**src/bpc_pkg.sv**
```systemverilog
// Shared types and constants for the bit pattern correlator.
// No dependencies; every other file of the block but bpc_cell refers to this package.
`timescale 1ns / 1ps

package bpc_pkg;

  // Default sizes for the top-level parameters.
  localparam int DEF_MAX_PATTERN_BITS = 64;
  localparam int DEF_POSITION_BITS    = 16;

  // Fixed field widths.
  localparam int PATTERN_W = 64;
  localparam int PIDX_W    = 6;
  localparam int LEN_W     = 7;
  localparam int CNT_W     = 7;
  localparam int PHASE_W   = 2;
  localparam int OUT_POS_W = 16;
  localparam int CFG_W     = 64;
  localparam int CFG_IDX_W = 1;

  // Match bits are counted in groups of this size in the first adder stage.
  localparam int GRP_SIZE = 8;
  localparam int GRP_W    = 4;

  // Configuration register indexes.
  localparam logic [CFG_IDX_W-1:0] REG_PATTERN = 1'd0;
  localparam logic [CFG_IDX_W-1:0] REG_LENGTH  = 1'd1;

  // Phase codes of a result.
  localparam logic [PHASE_W-1:0] PHASE_LEAD  = 2'd0;
  localparam logic [PHASE_W-1:0] PHASE_FULL  = 2'd1;
  localparam logic [PHASE_W-1:0] PHASE_TRAIL = 2'd2;

  // Per-result side information that travels alongside the match bits.
  typedef struct packed {
    logic [PHASE_W-1:0]   phase;
    logic                 last;
    logic [LEN_W-1:0]     len;
    logic [OUT_POS_W-1:0] pos;
  } meta_t;

endpackage

```
**src/bpc_cell.sv**
```systemverilog
// One correlator cell: a stored stream bit with its present flag and a compare
// against the pattern element aligned with it. Does not use bpc_pkg.
`timescale 1ns / 1ps

module bpc_cell (
  input  logic clk,
  input  logic rst,
  input  logic shift,
  input  logic clear,
  input  logic bit_in,
  input  logic present_in,
  input  logic ref_bit,
  input  logic ref_en,
  output logic bit_q,
  output logic present_q,
  output logic match
);

  logic bit_next;
  logic present_next;

  assign bit_next     = shift ? bit_in : bit_q;
  assign present_next = shift ? present_in : present_q;

  // The compare looks at the value the cell takes on this edge, so the count
  // is captured in the same cycle as the shift.
  assign match = ref_en & present_next & (bit_next == ref_bit);

  always_ff @(posedge clk) begin
    if (rst || clear) begin
      bit_q     <= 1'b0;
      present_q <= 1'b0;
    end else if (shift) begin
      bit_q     <= bit_next;
      present_q <= present_next;
    end
  end

endmodule

```
**src/bpc_count.sv**
```systemverilog
// Two-stage registered adder tree that turns the cell match bits into the
// agreement count and holds the result beat. Depends on bpc_pkg.
`timescale 1ns / 1ps

module bpc_count #(
  parameter int MAX_PATTERN_BITS = bpc_pkg::DEF_MAX_PATTERN_BITS
) (
  input  logic                             clk,
  input  logic                             rst,
  input  logic                             step,
  input  logic [MAX_PATTERN_BITS-1:0]      match_bits,
  input  bpc_pkg::meta_t                   meta,
  output logic                             ready,
  output logic                             result_valid,
  input  logic                             result_stall,
  output logic [bpc_pkg::CNT_W-1:0]        agree_count,
  output logic                             peak,
  output logic [bpc_pkg::PHASE_W-1:0]      phase,
  output logic [bpc_pkg::OUT_POS_W-1:0]    aligned_position,
  output logic                             last_result
);

  localparam int NGRP = (MAX_PATTERN_BITS + bpc_pkg::GRP_SIZE - 1) / bpc_pkg::GRP_SIZE;

  logic                          s1_valid;
  logic [bpc_pkg::GRP_W-1:0]     s1_grp [NGRP];
  bpc_pkg::meta_t                s1_meta;
  logic [bpc_pkg::GRP_W-1:0]     grp_next [NGRP];
  logic [bpc_pkg::CNT_W-1:0]     sum;
  logic                          s2_ready;

  assign s2_ready = !result_valid || !result_stall;
  assign ready    = !s1_valid || s2_ready;

  always_comb begin
    for (int g = 0; g < NGRP; g++) begin
      grp_next[g] = '0;
      for (int b = 0; b < bpc_pkg::GRP_SIZE; b++) begin
        if (g * bpc_pkg::GRP_SIZE + b < MAX_PATTERN_BITS) begin
          grp_next[g] = grp_next[g]
                      + bpc_pkg::GRP_W'(match_bits[g * bpc_pkg::GRP_SIZE + b]);
        end
      end
    end
  end

  always_comb begin
    sum = '0;
    for (int g = 0; g < NGRP; g++) begin
      sum = sum + bpc_pkg::CNT_W'(s1_grp[g]);
    end
  end

  always_ff @(posedge clk) begin
    if (rst) begin
      s1_valid <= 1'b0;
    end else if (ready) begin
      s1_valid <= step;
    end
    if (ready && step) begin
      s1_grp  <= grp_next;
      s1_meta <= meta;
    end
  end

  always_ff @(posedge clk) begin
    if (rst) begin
      result_valid <= 1'b0;
    end else if (s2_ready) begin
      result_valid <= s1_valid;
    end
    if (s2_ready && s1_valid) begin
      agree_count      <= sum;
      peak             <= (sum == bpc_pkg::CNT_W'(s1_meta.len));
      phase            <= s1_meta.phase;
      aligned_position <= s1_meta.pos;
      last_result      <= s1_meta.last;
    end
  end

endmodule

```
**src/bit_pattern_correlator.sv**
```systemverilog
// Top level of the sliding-window bit correlator: configuration registers,
// flush sequencer, the row of bpc_cell instances and the bpc_count adder.
// Depends on bpc_pkg, bpc_cell and bpc_count.
`timescale 1ns / 1ps

// Channel   Handshake                  Payload
// --------  -------------------------  ------------------------------------------
// bits      bit_valid / bit_stall      data_bit, end_of_stream
// results   result_valid/result_stall  agree_count, peak, phase, aligned_position,
//                                      last_result
// config    cfg_write                  cfg_index, cfg_data
//
// One stream bit is taken every cycle while bit_stall is low; its result is
// registered in both stages of the adder tree behind the cells.
// A bit marked end_of_stream is followed by a flush with bit_stall high that
// yields len_eff-1 trailing results, one per flush step.
// Reset is synchronous and clears the window, fill count and position.
// A stalled result raises bit_stall only once both adder stages are full.

module bit_pattern_correlator #(
  parameter int MAX_PATTERN_BITS = bpc_pkg::DEF_MAX_PATTERN_BITS,
  parameter int POSITION_BITS    = bpc_pkg::DEF_POSITION_BITS
) (
  input  logic                             clk,
  input  logic                             rst,
  input  logic                             cfg_write,
  input  logic [bpc_pkg::CFG_IDX_W-1:0]    cfg_index,
  input  logic [bpc_pkg::CFG_W-1:0]        cfg_data,
  input  logic                             bit_valid,
  output logic                             bit_stall,
  input  logic                             data_bit,
  input  logic                             end_of_stream,
  output logic                             result_valid,
  input  logic                             result_stall,
  output logic [bpc_pkg::CNT_W-1:0]        agree_count,
  output logic                             peak,
  output logic [bpc_pkg::PHASE_W-1:0]      phase,
  output logic [bpc_pkg::OUT_POS_W-1:0]    aligned_position,
  output logic                             last_result
);

  localparam logic [bpc_pkg::LEN_W-1:0] MAX_LEN = bpc_pkg::LEN_W'(MAX_PATTERN_BITS);
  localparam logic [bpc_pkg::LEN_W-1:0] ONE     = bpc_pkg::LEN_W'(1);

  // Configuration registers.
  logic [bpc_pkg::PATTERN_W-1:0] pattern;
  logic [bpc_pkg::LEN_W-1:0]     pattern_length;

  // Sequencer state.
  logic                          flushing;
  logic [bpc_pkg::LEN_W-1:0]     flush_count;
  logic [bpc_pkg::LEN_W-1:0]     fill;
  logic [POSITION_BITS-1:0]      bit_position;

  // Cell row.
  logic [MAX_PATTERN_BITS-1:0]   ref_bit;
  logic [MAX_PATTERN_BITS-1:0]   ref_en;
  logic [MAX_PATTERN_BITS-1:0]   cell_bit;
  logic [MAX_PATTERN_BITS-1:0]   cell_present;
  logic [MAX_PATTERN_BITS-1:0]   match_bits;

  logic [bpc_pkg::LEN_W-1:0]     len_eff;
  logic [bpc_pkg::LEN_W-1:0]     fill_inc;
  logic                          ready;
  logic                          step;
  logic                          last_step;
  logic                          shift_bit;
  logic                          shift_present;
  bpc_pkg::meta_t                meta;

  always_ff @(posedge clk) begin
    if (rst) begin
      pattern        <= '0;
      pattern_length <= bpc_pkg::LEN_W'(8);
    end else if (cfg_write) begin
      case (cfg_index)
        bpc_pkg::REG_PATTERN: pattern        <= cfg_data;
        bpc_pkg::REG_LENGTH:  pattern_length <= cfg_data[bpc_pkg::LEN_W-1:0];
        default: ;
      endcase
    end
  end

  // A length of zero acts as one, and anything above the cell count is
  // clamped to the number of cells.
  always_comb begin
    if (pattern_length == '0) begin
      len_eff = ONE;
    end else if (pattern_length > MAX_LEN) begin
      len_eff = MAX_LEN;
    end else begin
      len_eff = pattern_length;
    end
  end

  // Cell d holds the stream bit d places back from the newest one; it lines
  // up with pattern element len-1-d, and cells at or beyond len stay out.
  always_comb begin
    logic [bpc_pkg::LEN_W-1:0] ridx;
    for (int d = 0; d < MAX_PATTERN_BITS; d++) begin
      ridx       = len_eff - ONE - bpc_pkg::LEN_W'(d);
      ref_en[d]  = bpc_pkg::LEN_W'(d) < len_eff;
      ref_bit[d] = ref_en[d] ? pattern[ridx[bpc_pkg::PIDX_W-1:0]] : 1'b0;
    end
  end

  // During a flush, empty slots enter the row so the pattern slides past the
  // end of the stream; new bits wait until the flush is over.
  assign bit_stall     = flushing || !ready;
  assign step          = ready && (flushing || bit_valid);
  assign shift_bit     = flushing ? 1'b0 : data_bit;
  assign shift_present = !flushing;
  assign fill_inc      = (fill == MAX_LEN) ? fill : fill + ONE;
  assign last_step     = flushing ? (flush_count == len_eff - ONE)
                                  : (end_of_stream && len_eff == ONE);

  always_comb begin
    meta.len  = len_eff;
    meta.last = last_step;
    meta.pos  = bpc_pkg::OUT_POS_W'(bit_position);
    if (flushing) begin
      meta.phase = bpc_pkg::PHASE_TRAIL;
    end else if (fill_inc >= len_eff) begin
      meta.phase = bpc_pkg::PHASE_FULL;
    end else begin
      meta.phase = bpc_pkg::PHASE_LEAD;
    end
  end

  always_ff @(posedge clk) begin
    if (rst) begin
      flushing     <= 1'b0;
      flush_count  <= '0;
      fill         <= '0;
      bit_position <= '0;
    end else if (step) begin
      if (last_step) begin
        // End of the stream: the next bit starts over at index zero.
        flushing     <= 1'b0;
        flush_count  <= '0;
        fill         <= '0;
        bit_position <= '0;
      end else if (flushing) begin
        flush_count  <= flush_count + ONE;
        bit_position <= bit_position + POSITION_BITS'(1);
      end else begin
        fill         <= fill_inc;
        bit_position <= bit_position + POSITION_BITS'(1);
        if (end_of_stream) begin
          flushing    <= 1'b1;
          flush_count <= ONE;
        end
      end
    end
  end

  for (genvar d = 0; d < MAX_PATTERN_BITS; d++) begin : g_cell
    logic cin_bit;
    logic cin_present;
    if (d == 0) begin : g_head
      assign cin_bit     = shift_bit;
      assign cin_present = shift_present;
    end else begin : g_body
      assign cin_bit     = cell_bit[d-1];
      assign cin_present = cell_present[d-1];
    end
    bpc_cell u_cell (
      .clk        (clk),
      .rst        (rst),
      .shift      (step),
      .clear      (step && last_step),
      .bit_in     (cin_bit),
      .present_in (cin_present),
      .ref_bit    (ref_bit[d]),
      .ref_en     (ref_en[d]),
      .bit_q      (cell_bit[d]),
      .present_q  (cell_present[d]),
      .match      (match_bits[d])
    );
  end

  bpc_count #(
    .MAX_PATTERN_BITS (MAX_PATTERN_BITS)
  ) u_count (
    .clk              (clk),
    .rst              (rst),
    .step             (step),
    .match_bits       (match_bits),
    .meta             (meta),
    .ready            (ready),
    .result_valid     (result_valid),
    .result_stall     (result_stall),
    .agree_count      (agree_count),
    .peak             (peak),
    .phase            (phase),
    .aligned_position (aligned_position),
    .last_result      (last_result)
  );

  // A final bit with a multi-bit pattern must start the flush run.
  a_flush_start: assert property (@(posedge clk) disable iff (rst)
    (bit_valid && !bit_stall && end_of_stream && len_eff != ONE) |=> flushing)
    else $error("flush did not start after end of stream");

  // The count can never exceed the pattern length in use.
  a_count_range: assert property (@(posedge clk) disable iff (rst)
    result_valid |-> (agree_count <= len_eff))
    else $error("agreement count above pattern length");

  // Partial overlaps never reach a peak.
  a_no_partial_peak: assert property (@(posedge clk) disable iff (rst)
    (result_valid && (phase == bpc_pkg::PHASE_LEAD || phase == bpc_pkg::PHASE_TRAIL))
      |-> !peak)
    else $error("peak flagged on a partial overlap");

endmodule

```
**config.mk**
```make
export PLATFORM = sky130hd
export DESIGN_NAME = bit_pattern_correlator
export DESIGN_NICKNAME = d
export VERILOG_FILES = /design/src/bpc_pkg.sv /design/src/bpc_cell.sv /design/src/bpc_count.sv /design/src/bit_pattern_correlator.sv
export SDC_FILE = /design/constraint.sdc
export NUM_CORES = 1
export LEC_CHECK = 0
export BUFFER_PORTS_ARGS = -buffer_cell sky130_fd_sc_hd__buf_2
export CAP_MARGIN = 20
export CORE_MARGIN = 5
export CORE_UTILIZATION = 35
export CTS_CLUSTER_DIAMETER = 60
export DETAILED_ROUTE_END_ITERATION = 8
export HOLD_SLACK_MARGIN = 0.15
export SLEW_MARGIN = 20
export SYNTH_ARGS = -nofsm -noshare
export SYNTH_HDL_FRONTEND = slang
export SYNTH_SLANG_ARGS = --single-unit
```
**constraint.sdc**
```tcl
create_clock -name clk -period 16.3 [get_ports clk]
set_input_delay 4.075 -clock clk [delete_from_list [all_inputs] [get_ports clk]]
set_output_delay 4.075 -clock clk [all_outputs]
set_load 0.05 [all_outputs]
```
After elaboration in Yosys (flattened, before gate mapping)

Cells that the tools add are included.

Register bits: 317
Input port bits: 72
Output and inout port bits: 29
Logic and storage cells: 967

Add/subtract/negate cells: 130
Order comparisons: 130
Eq/ne operators: 69
Multiplexer cells: 335
Bitwise logic cells: 129
Reduce and logical (&&, ||, !) cells: 21

Operators by type and width:

| cell                  | number |
|---|---|
| $lt 6x7->1 const B    | 64 |
| $bmux 1 s6            | 64 |
| $mux 1                | 262 |
| $lt 6x7->1 const A    | 32 |
| $add 4x1->4           | 48 |
| $sub 6x6->6 const B   | 32 |
| $and 1x1->1           | 128 |
| $lt 5x7->1 const A    | 16 |
| $sub 6x5->6 const B   | 16 |
| $eq 1x1->1            | 64 |
| $lt 4x7->1 const A    | 8 |
| $mux 7                | 8 |
| $sub 6x4->6 const B   | 8 |
| $add 7x4->7           | 6 |
| $lt 3x7->1 const A    | 4 |
| $sub 6x3->6 const B   | 4 |
| $add 1x1->2           | 8 |
| $add 16x1->16 const B | 1 |
| $mux 16               | 1 |
| $add 7x1->7 const B   | 2 |
| $eq 7x7->1            | 2 |
| $lt 1x7->1 const A    | 2 |
| $lt 2x7->1 const A    | 2 |
| $sub 6x2->6 const B   | 2 |
| other kinds (15)      | 30 |

Depth between registers and ports, before layout

Depth after elaboration: 17
Gate-level depth with buffers: 33
Mapped depth without buffers: 23

Modules after synthesis

A second synthesis with hierarchy kept.

Cell total of the unflattened synthesis: 2365
Area total of the unflattened synthesis: 23024.6 um^2

By module, submodules not included:

| module                 | instances | cells each | area each (um^2) | sequential area each (um^2) |
|---|---|---|---|---|
| bit_pattern_correlator | 1         | 1499       | 12255.5          | 2042.0 |
| bpc_cell               | 64        | 8          | 91.3             | 40.0 |
| bpc_count              | 1         | 354        | 4923.5           | 2592.5 |

Worst setup path before layout

OpenSTA, ideal clock, no wires.

Kind: input to register
Start: input result_stall
End: register u_count.s1_grp[26] (netlist name) (data pin)
Setup time: 0.258 ns
Arrival: 10.095 ns
Required time: 16.042 ns
Path slack: 5.947 ns
Cell stages on the path: 17
Path buffers: 3
Path through: nand3_1 o21ai_0 inv_2 clkbuf_1 clkbuf_1 buf_1 mux2i_1 nor3_1 ha_1 inv_1 fa_1 inv_1 fa_1 inv_1 fa_1 fa_1 xnor2_1

RTL lines:

| item                 | line                         | source |
|---|---|---|
| from (decl)          | bit_pattern_correlator.sv:34 | `input logic result_stall,` |
| to (signal assigned) | bpc_count.sv:61              | `s1_grp <= grp_next;` |
| to (decl)            | bpc_count.sv:26              | `logic [bpc_pkg::GRP_W-1:0] s1_grp [NGRP];` |

==> impl_summary.txt <==
----------------------------------------------------
[Run status]
  Result of the run ... finished, final reports clean

[Synthesis]
  Area share of the largest cell type after synthesis ... 18.5%
  Dominant combinational cell family by area after synthesis ... multiplexers
  Share of flip-flops with an asynchronous set or reset after synthesis ... 0%
  Post-synth top area cell ... dfxtp_1
  Share of synthesized area occupied by flip-flops and latches ... roughly 29%
  Gate count after technology mapping ... about 2600
  Ys flop type ... dfxtp_1
  Compound-cell area share of the yosys netlist ... about an eighth
  Register bit total from synthesis ... around 320
  Post-Synthesis Cell Area ... 25000 um^2
  Post-synthesis adder-cell area fraction ... just over 7%
  Number of synthesized flops with an enable pin ... 85
  Net Count, Synth ... between 2000 and 3000
  Largest cells by area after synthesis ... dfxtp_1 (19%), mux2i_1 (17%), edfxtp_1 (10%)
  Post-synthesis share of cell area spent on xor and xnor gates ... approximately 4.8%
  Synth Area per Inst ... about 9.5 um^2
  Multiplexer area fraction after synthesis ... 28.9%
  Area fraction in and, or, nand and nor cells after synthesis ... between 10% and 20%
  Count of different cell masters after synthesis ... between 80 and 90
  Yosys warns ... 0

[Placement]
  Post-detail-place hpwl ... ~60000 um
  Post-Place Worst Slack ... roughly 6.7 ns
  Number of cells after detailed placement ... roughly 3500
  Cell area reported after detailed placement ... about 26000 um^2
  Buffers on Ports ... 100
  Global placer's final weighted congestion ... around 0.95

[Timing]
  Smallest setup slack after layout ... just over 7 ns
  RSZ-0062 raised after global routing ... false
  Final-report setup violation count ... 0
  Fraction of the cycle the final worst path needs ... a little under three fifths
  Setup TNS ... 0 ns
  Final Hold Fails ... 0
  Final Slew Violations ... 0
  Slew at the pin closest to its max-slew limit ... around 1.2 ns
  Slew margin rel. ... 20.0%
  Shortest clock period the worst path allows after layout ... approximately 9 ns
  WHS ... roughly 0.42 ns
  Max Clock Skew ... 0.0253 ns
  Fmax ... around 110 MHz

[Clock tree]
  Total CTS buffers ... 37
  Number of buffers on the longest clock path ... 3
  Clock insertion delay at the later pin of the skew report ... about 0.58 ns
  Number of setup buffers added after CTS ... 0
  CTS Hold Bufs ... 0
  Clock Sinks ... 317
  Clock tree from TritonCTS ... yes
  Post_cts resized ... 0
  Number of H-tree levels ... 2
  Root buffer selected by CTS ... clkbuf_16
  Clock transition at path regs ... around 0.060 ns

[GRT]
  Global-route congestion overflow total ... 0
  Largest net degree at the start of global routing ... 96
  Global-route wire length before repair ... 121000 um
  Antenna violations before repair ... 0
  Overall fraction of global-route tracks in use ... 19.8%
  Number of global-route vias before repair ... approximately 20000

[Finish]
  Fill cell total of the finished layout ... about 7000
  Combined flip-flop and latch cell area ... roughly 7000 um^2
  Area taken by multi-input logic gates ... between 15000 and 20000 um^2
  # nets final ... 2824
  Layout cell share with drive strength beyond 1 ... roughly 15%
  Area growth syn-to-layout ... 9.78%
  Diodes inserted ... 0
  Cell area after layout ... about 27000 um^2
  Fin util ... 38.6%
  Number of cells in the finished layout apart from fillers ... 3616

[Power and ir drop]
  Static leakage ... ~11 nW
  Ratio of total power to cell area ... around 110 nW/um^2
  Power Total ... 3.02 mW
  Peak ir drop on the vdd network ... around 120 uV

[Setup path]
  Critical path launch point type ... primary input
  Count of buffering cells on the critical path with inverters included ... 7
  Origin of the worst setup path ... result_stall
  Category of cells accounting for the largest share of critical-path delay ... adder cells
  Number of cell instances on the worst register-to-register path ... 24
  Endpoint of the lowest-slack register-to-register path ... u_count.s1_grp[18]
  Worst Setup Path Type ... primary input to flop
  Delay of the slowest cell on the worst path ... 0.85 ns
  Arrival time reported for the critical path endpoint ... ~9.4 ns
  Slowest-stage cell, CP ... buf_4
  Cells traversed along the worst timing path ... buf_2, nand3_1, o21ai_2, buf_4, inv_8, buf_4, mux2i_1, xnor2_1, a2111oi_0, ha_1, inv_1, fa_1, inv_1, fa_1, inv_1, fa_1, fa_1, xnor2_1
  Cell count along the critical path ... 18
  Most used cell along the critical path ... fa_1
  Endpoint type of the worst setup path ... flop
  Required arrival time at the worst endpoint ... between 15 and 20 ns
  Reg2Reg Launch Point ... pattern_length[5]
  Flop-to-flop setup slack ... slightly below 8 ns
  Critical path fanouts, max ... 72

[Detailed routing]
  Initial DRC Count ... ~2300
  Drc violations ... 0
  Antenna violation net count after detailed routing ... 0
  Routed wire per std cell ... about 22 um
  Detailed-route wire length ... 79000 um
  Via total after detailed routing ... 20600
  Drt first pass iters ... 6
  Number of vias per cell after detailed routing ... approximately 5.7

[Floorplanning]
  Die outline area ... between 70000 and 80000 um^2
  Number of core rows ... between 90 and 100
  Core region area ... approximately 71000 um^2
  Initial core utilization ... a little over a third
  Horizontal die dimension ... approximately 280 um
  # IOs ... around 100
  Vertical die dimension ... roughly 280 um

[Flow run]
  MaxCap Viol Count ... 0

[Worst hold path]
  Capture endpoint of the worst hold path ... u_count.aligned_position[15]
  Class of the worst hold path ... flop to flop
  Startpoint of the tightest hold check path ... u_count.s1_meta[15]
  Number of cells on the worst hold path ... 0

----------------------------------------------------
==> report_power, final <==
group	total [mW]	leakage, nW	switching (mW)	internal (mW)
Clock	0.847	0.597	0.354	0.493
Combinational	1.29	7.68	0.794	0.492
Sequential	0.885	2.75	0.0283	0.857
Total	3.02	11.0	1.18	1.84
==> cells in the final DEF, fill, tap and decap left out, types with 16 or more instances in the layout <==
cell type	instances
inv_1	97
nand4_1	16
nor2_1	245
mux2_2	30
a21oi_1	164
mux2i_1	431
o211ai_1	16
or3_1	19
clkbuf_16	38
edfxtp_1	85
o22ai_1	26
mux4_2	112
nor3_1	58
fa_1	51
nand3_1	67
xor2_1	42
o21ai_0	52
buf_2	100
a211oi_1	32
dfxtp_1	232
xnor2_1	69
ha_1	62
buf_4	41
nand2_1	287
==> area by class of cell <==
| class | count | area share (%) |
|---|---|---|
| Multi-Input combinational cell | 2038 | 60.7 |
| Sequential cell | 317 | 26.2 |
| Tap cell | 950 | 4.32 |
| Clock buffer | 51 | 3.71 |
| Timing Repair Buffer | 141 | 2.94 |
| Inverter | 103 | 1.45 |
| Clock inverter | 16 | 0.724 |
==> worst register-to-register path: stages (launching register included) <==
cell and delay (ns):
dfxtp_1 0.72, or3_1 0.34, o22ai_4 0.13, inv_6 0.47, ha_1 0.60, o21ai_0 0.26, nand2b_2 0.50, buf_4 0.51
nor3_1 0.10, buf_4 0.22, nor2_1 0.42, buf_4 0.32, mux2_2 0.36, o22ai_1 0.57, xnor2_1 0.20, nor3_1 0.07
ha_1 0.27, inv_1 0.05, fa_1 0.54, inv_1 0.06, fa_1 0.52, inv_1 0.06, fa_1 0.46, fa_1 0.39
xnor2_1 0.13
==> per-layer routing <==
| layer | vias up | wire [um] | global-route usage, % | part of all wire, % |
|---|---|---|---|---|
| li1 | 9623 | - | - | - |
| met1 | 10100 | 34100 | 27.1 | 43 |
| met2 | 771 | 35300 | 31.2 | 45 |
| met3 | 161 | 6110 | 3.71 | 7.7 |
| met4 | 0 | 3500 | 7.48 | 4.4 |
| met5 | - | 0 | 0 | 0 |
==> synthesized netlist by cell type (all sizes together) (8+ instances only) <==
| cell | instances |
|---|---|
| mux2i | 434 |
| nand2 | 290 |
| nor2 | 247 |
| dfxtp | 232 |
| a21oi | 165 |
| mux4 | 112 |
| inv | 103 |
| clkbuf | 101 |
| edfxtp | 85 |
| buf | 84 |
| xnor2 | 80 |
| nand3 | 67 |
| o21ai | 65 |
| ha | 63 |
| nor3 | 58 |
| fa | 51 |
| xor2 | 42 |
| a211oi | 37 |
| mux2 | 30 |
| o22ai | 29 |
| or3 | 20 |
| o211ai | 17 |
| nand4 | 16 |
| a22oi | 15 |
| a2111oi | 14 |
| a21o | 14 |
| and3 | 14 |
| o21a | 14 |
| o221ai | 14 |
| nor2b | 13 |
| a31oi | 11 |
| a221oi | 10 |
| nand2b | 10 |
| and2 | 9 |
| nor4 | 9 |
| o221a | 8 |
| or4 | 8 |
==> worst max-delay path by stage <==
| stage | to | slack, ns |
|---|---|---|
| after CTS | u_count.s1_grp[14] | 7.26 |
| after detailed placement | u_count.s1_grp[14] | 6.67 |
| after global routing | u_count.s1_grp[13] | 6.93 |
| after floorplan | u_count.s1_grp[26] | 5.95 |
| after global placement | u_count.s1_grp[14] | 6.76 |
| final | u_count.s1_grp[14] | 7.25 |
==> logic make-up (layout without fill, tap and decap cells) <==
| logic type | after synthesis | after routing |
|---|---|---|
| AOI/OAI and AO/OA | 453 | 453 |
| xor gates and xnor gates | 123 | 123 |
| adders and majority gates | 114 | 114 |
| buffers and inverters | 288 | 311 |
| DFF | 317 | 317 |
| muxes | 576 | 576 |
| and+or+nand+nor | 772 | 772 |
==> registers in the layout, indices dropped and copies added (netlist names) <==
name and count:
g_cell.u_cell.bit_q 64, g_cell.u_cell.present_q 64, pattern 64, u_count.s1_grp 32, u_count.s1_meta 26, bit_position 16, u_count.aligned_position 16, fill 7
flush_count 7, pattern_length 7, u_count.agree_count 7, u_count.phase 2, flushing 1, u_count.last_result 1, u_count.peak 1, u_count.result_valid 1
u_count.s1_valid 1
(Power assumes the default switching activity.)
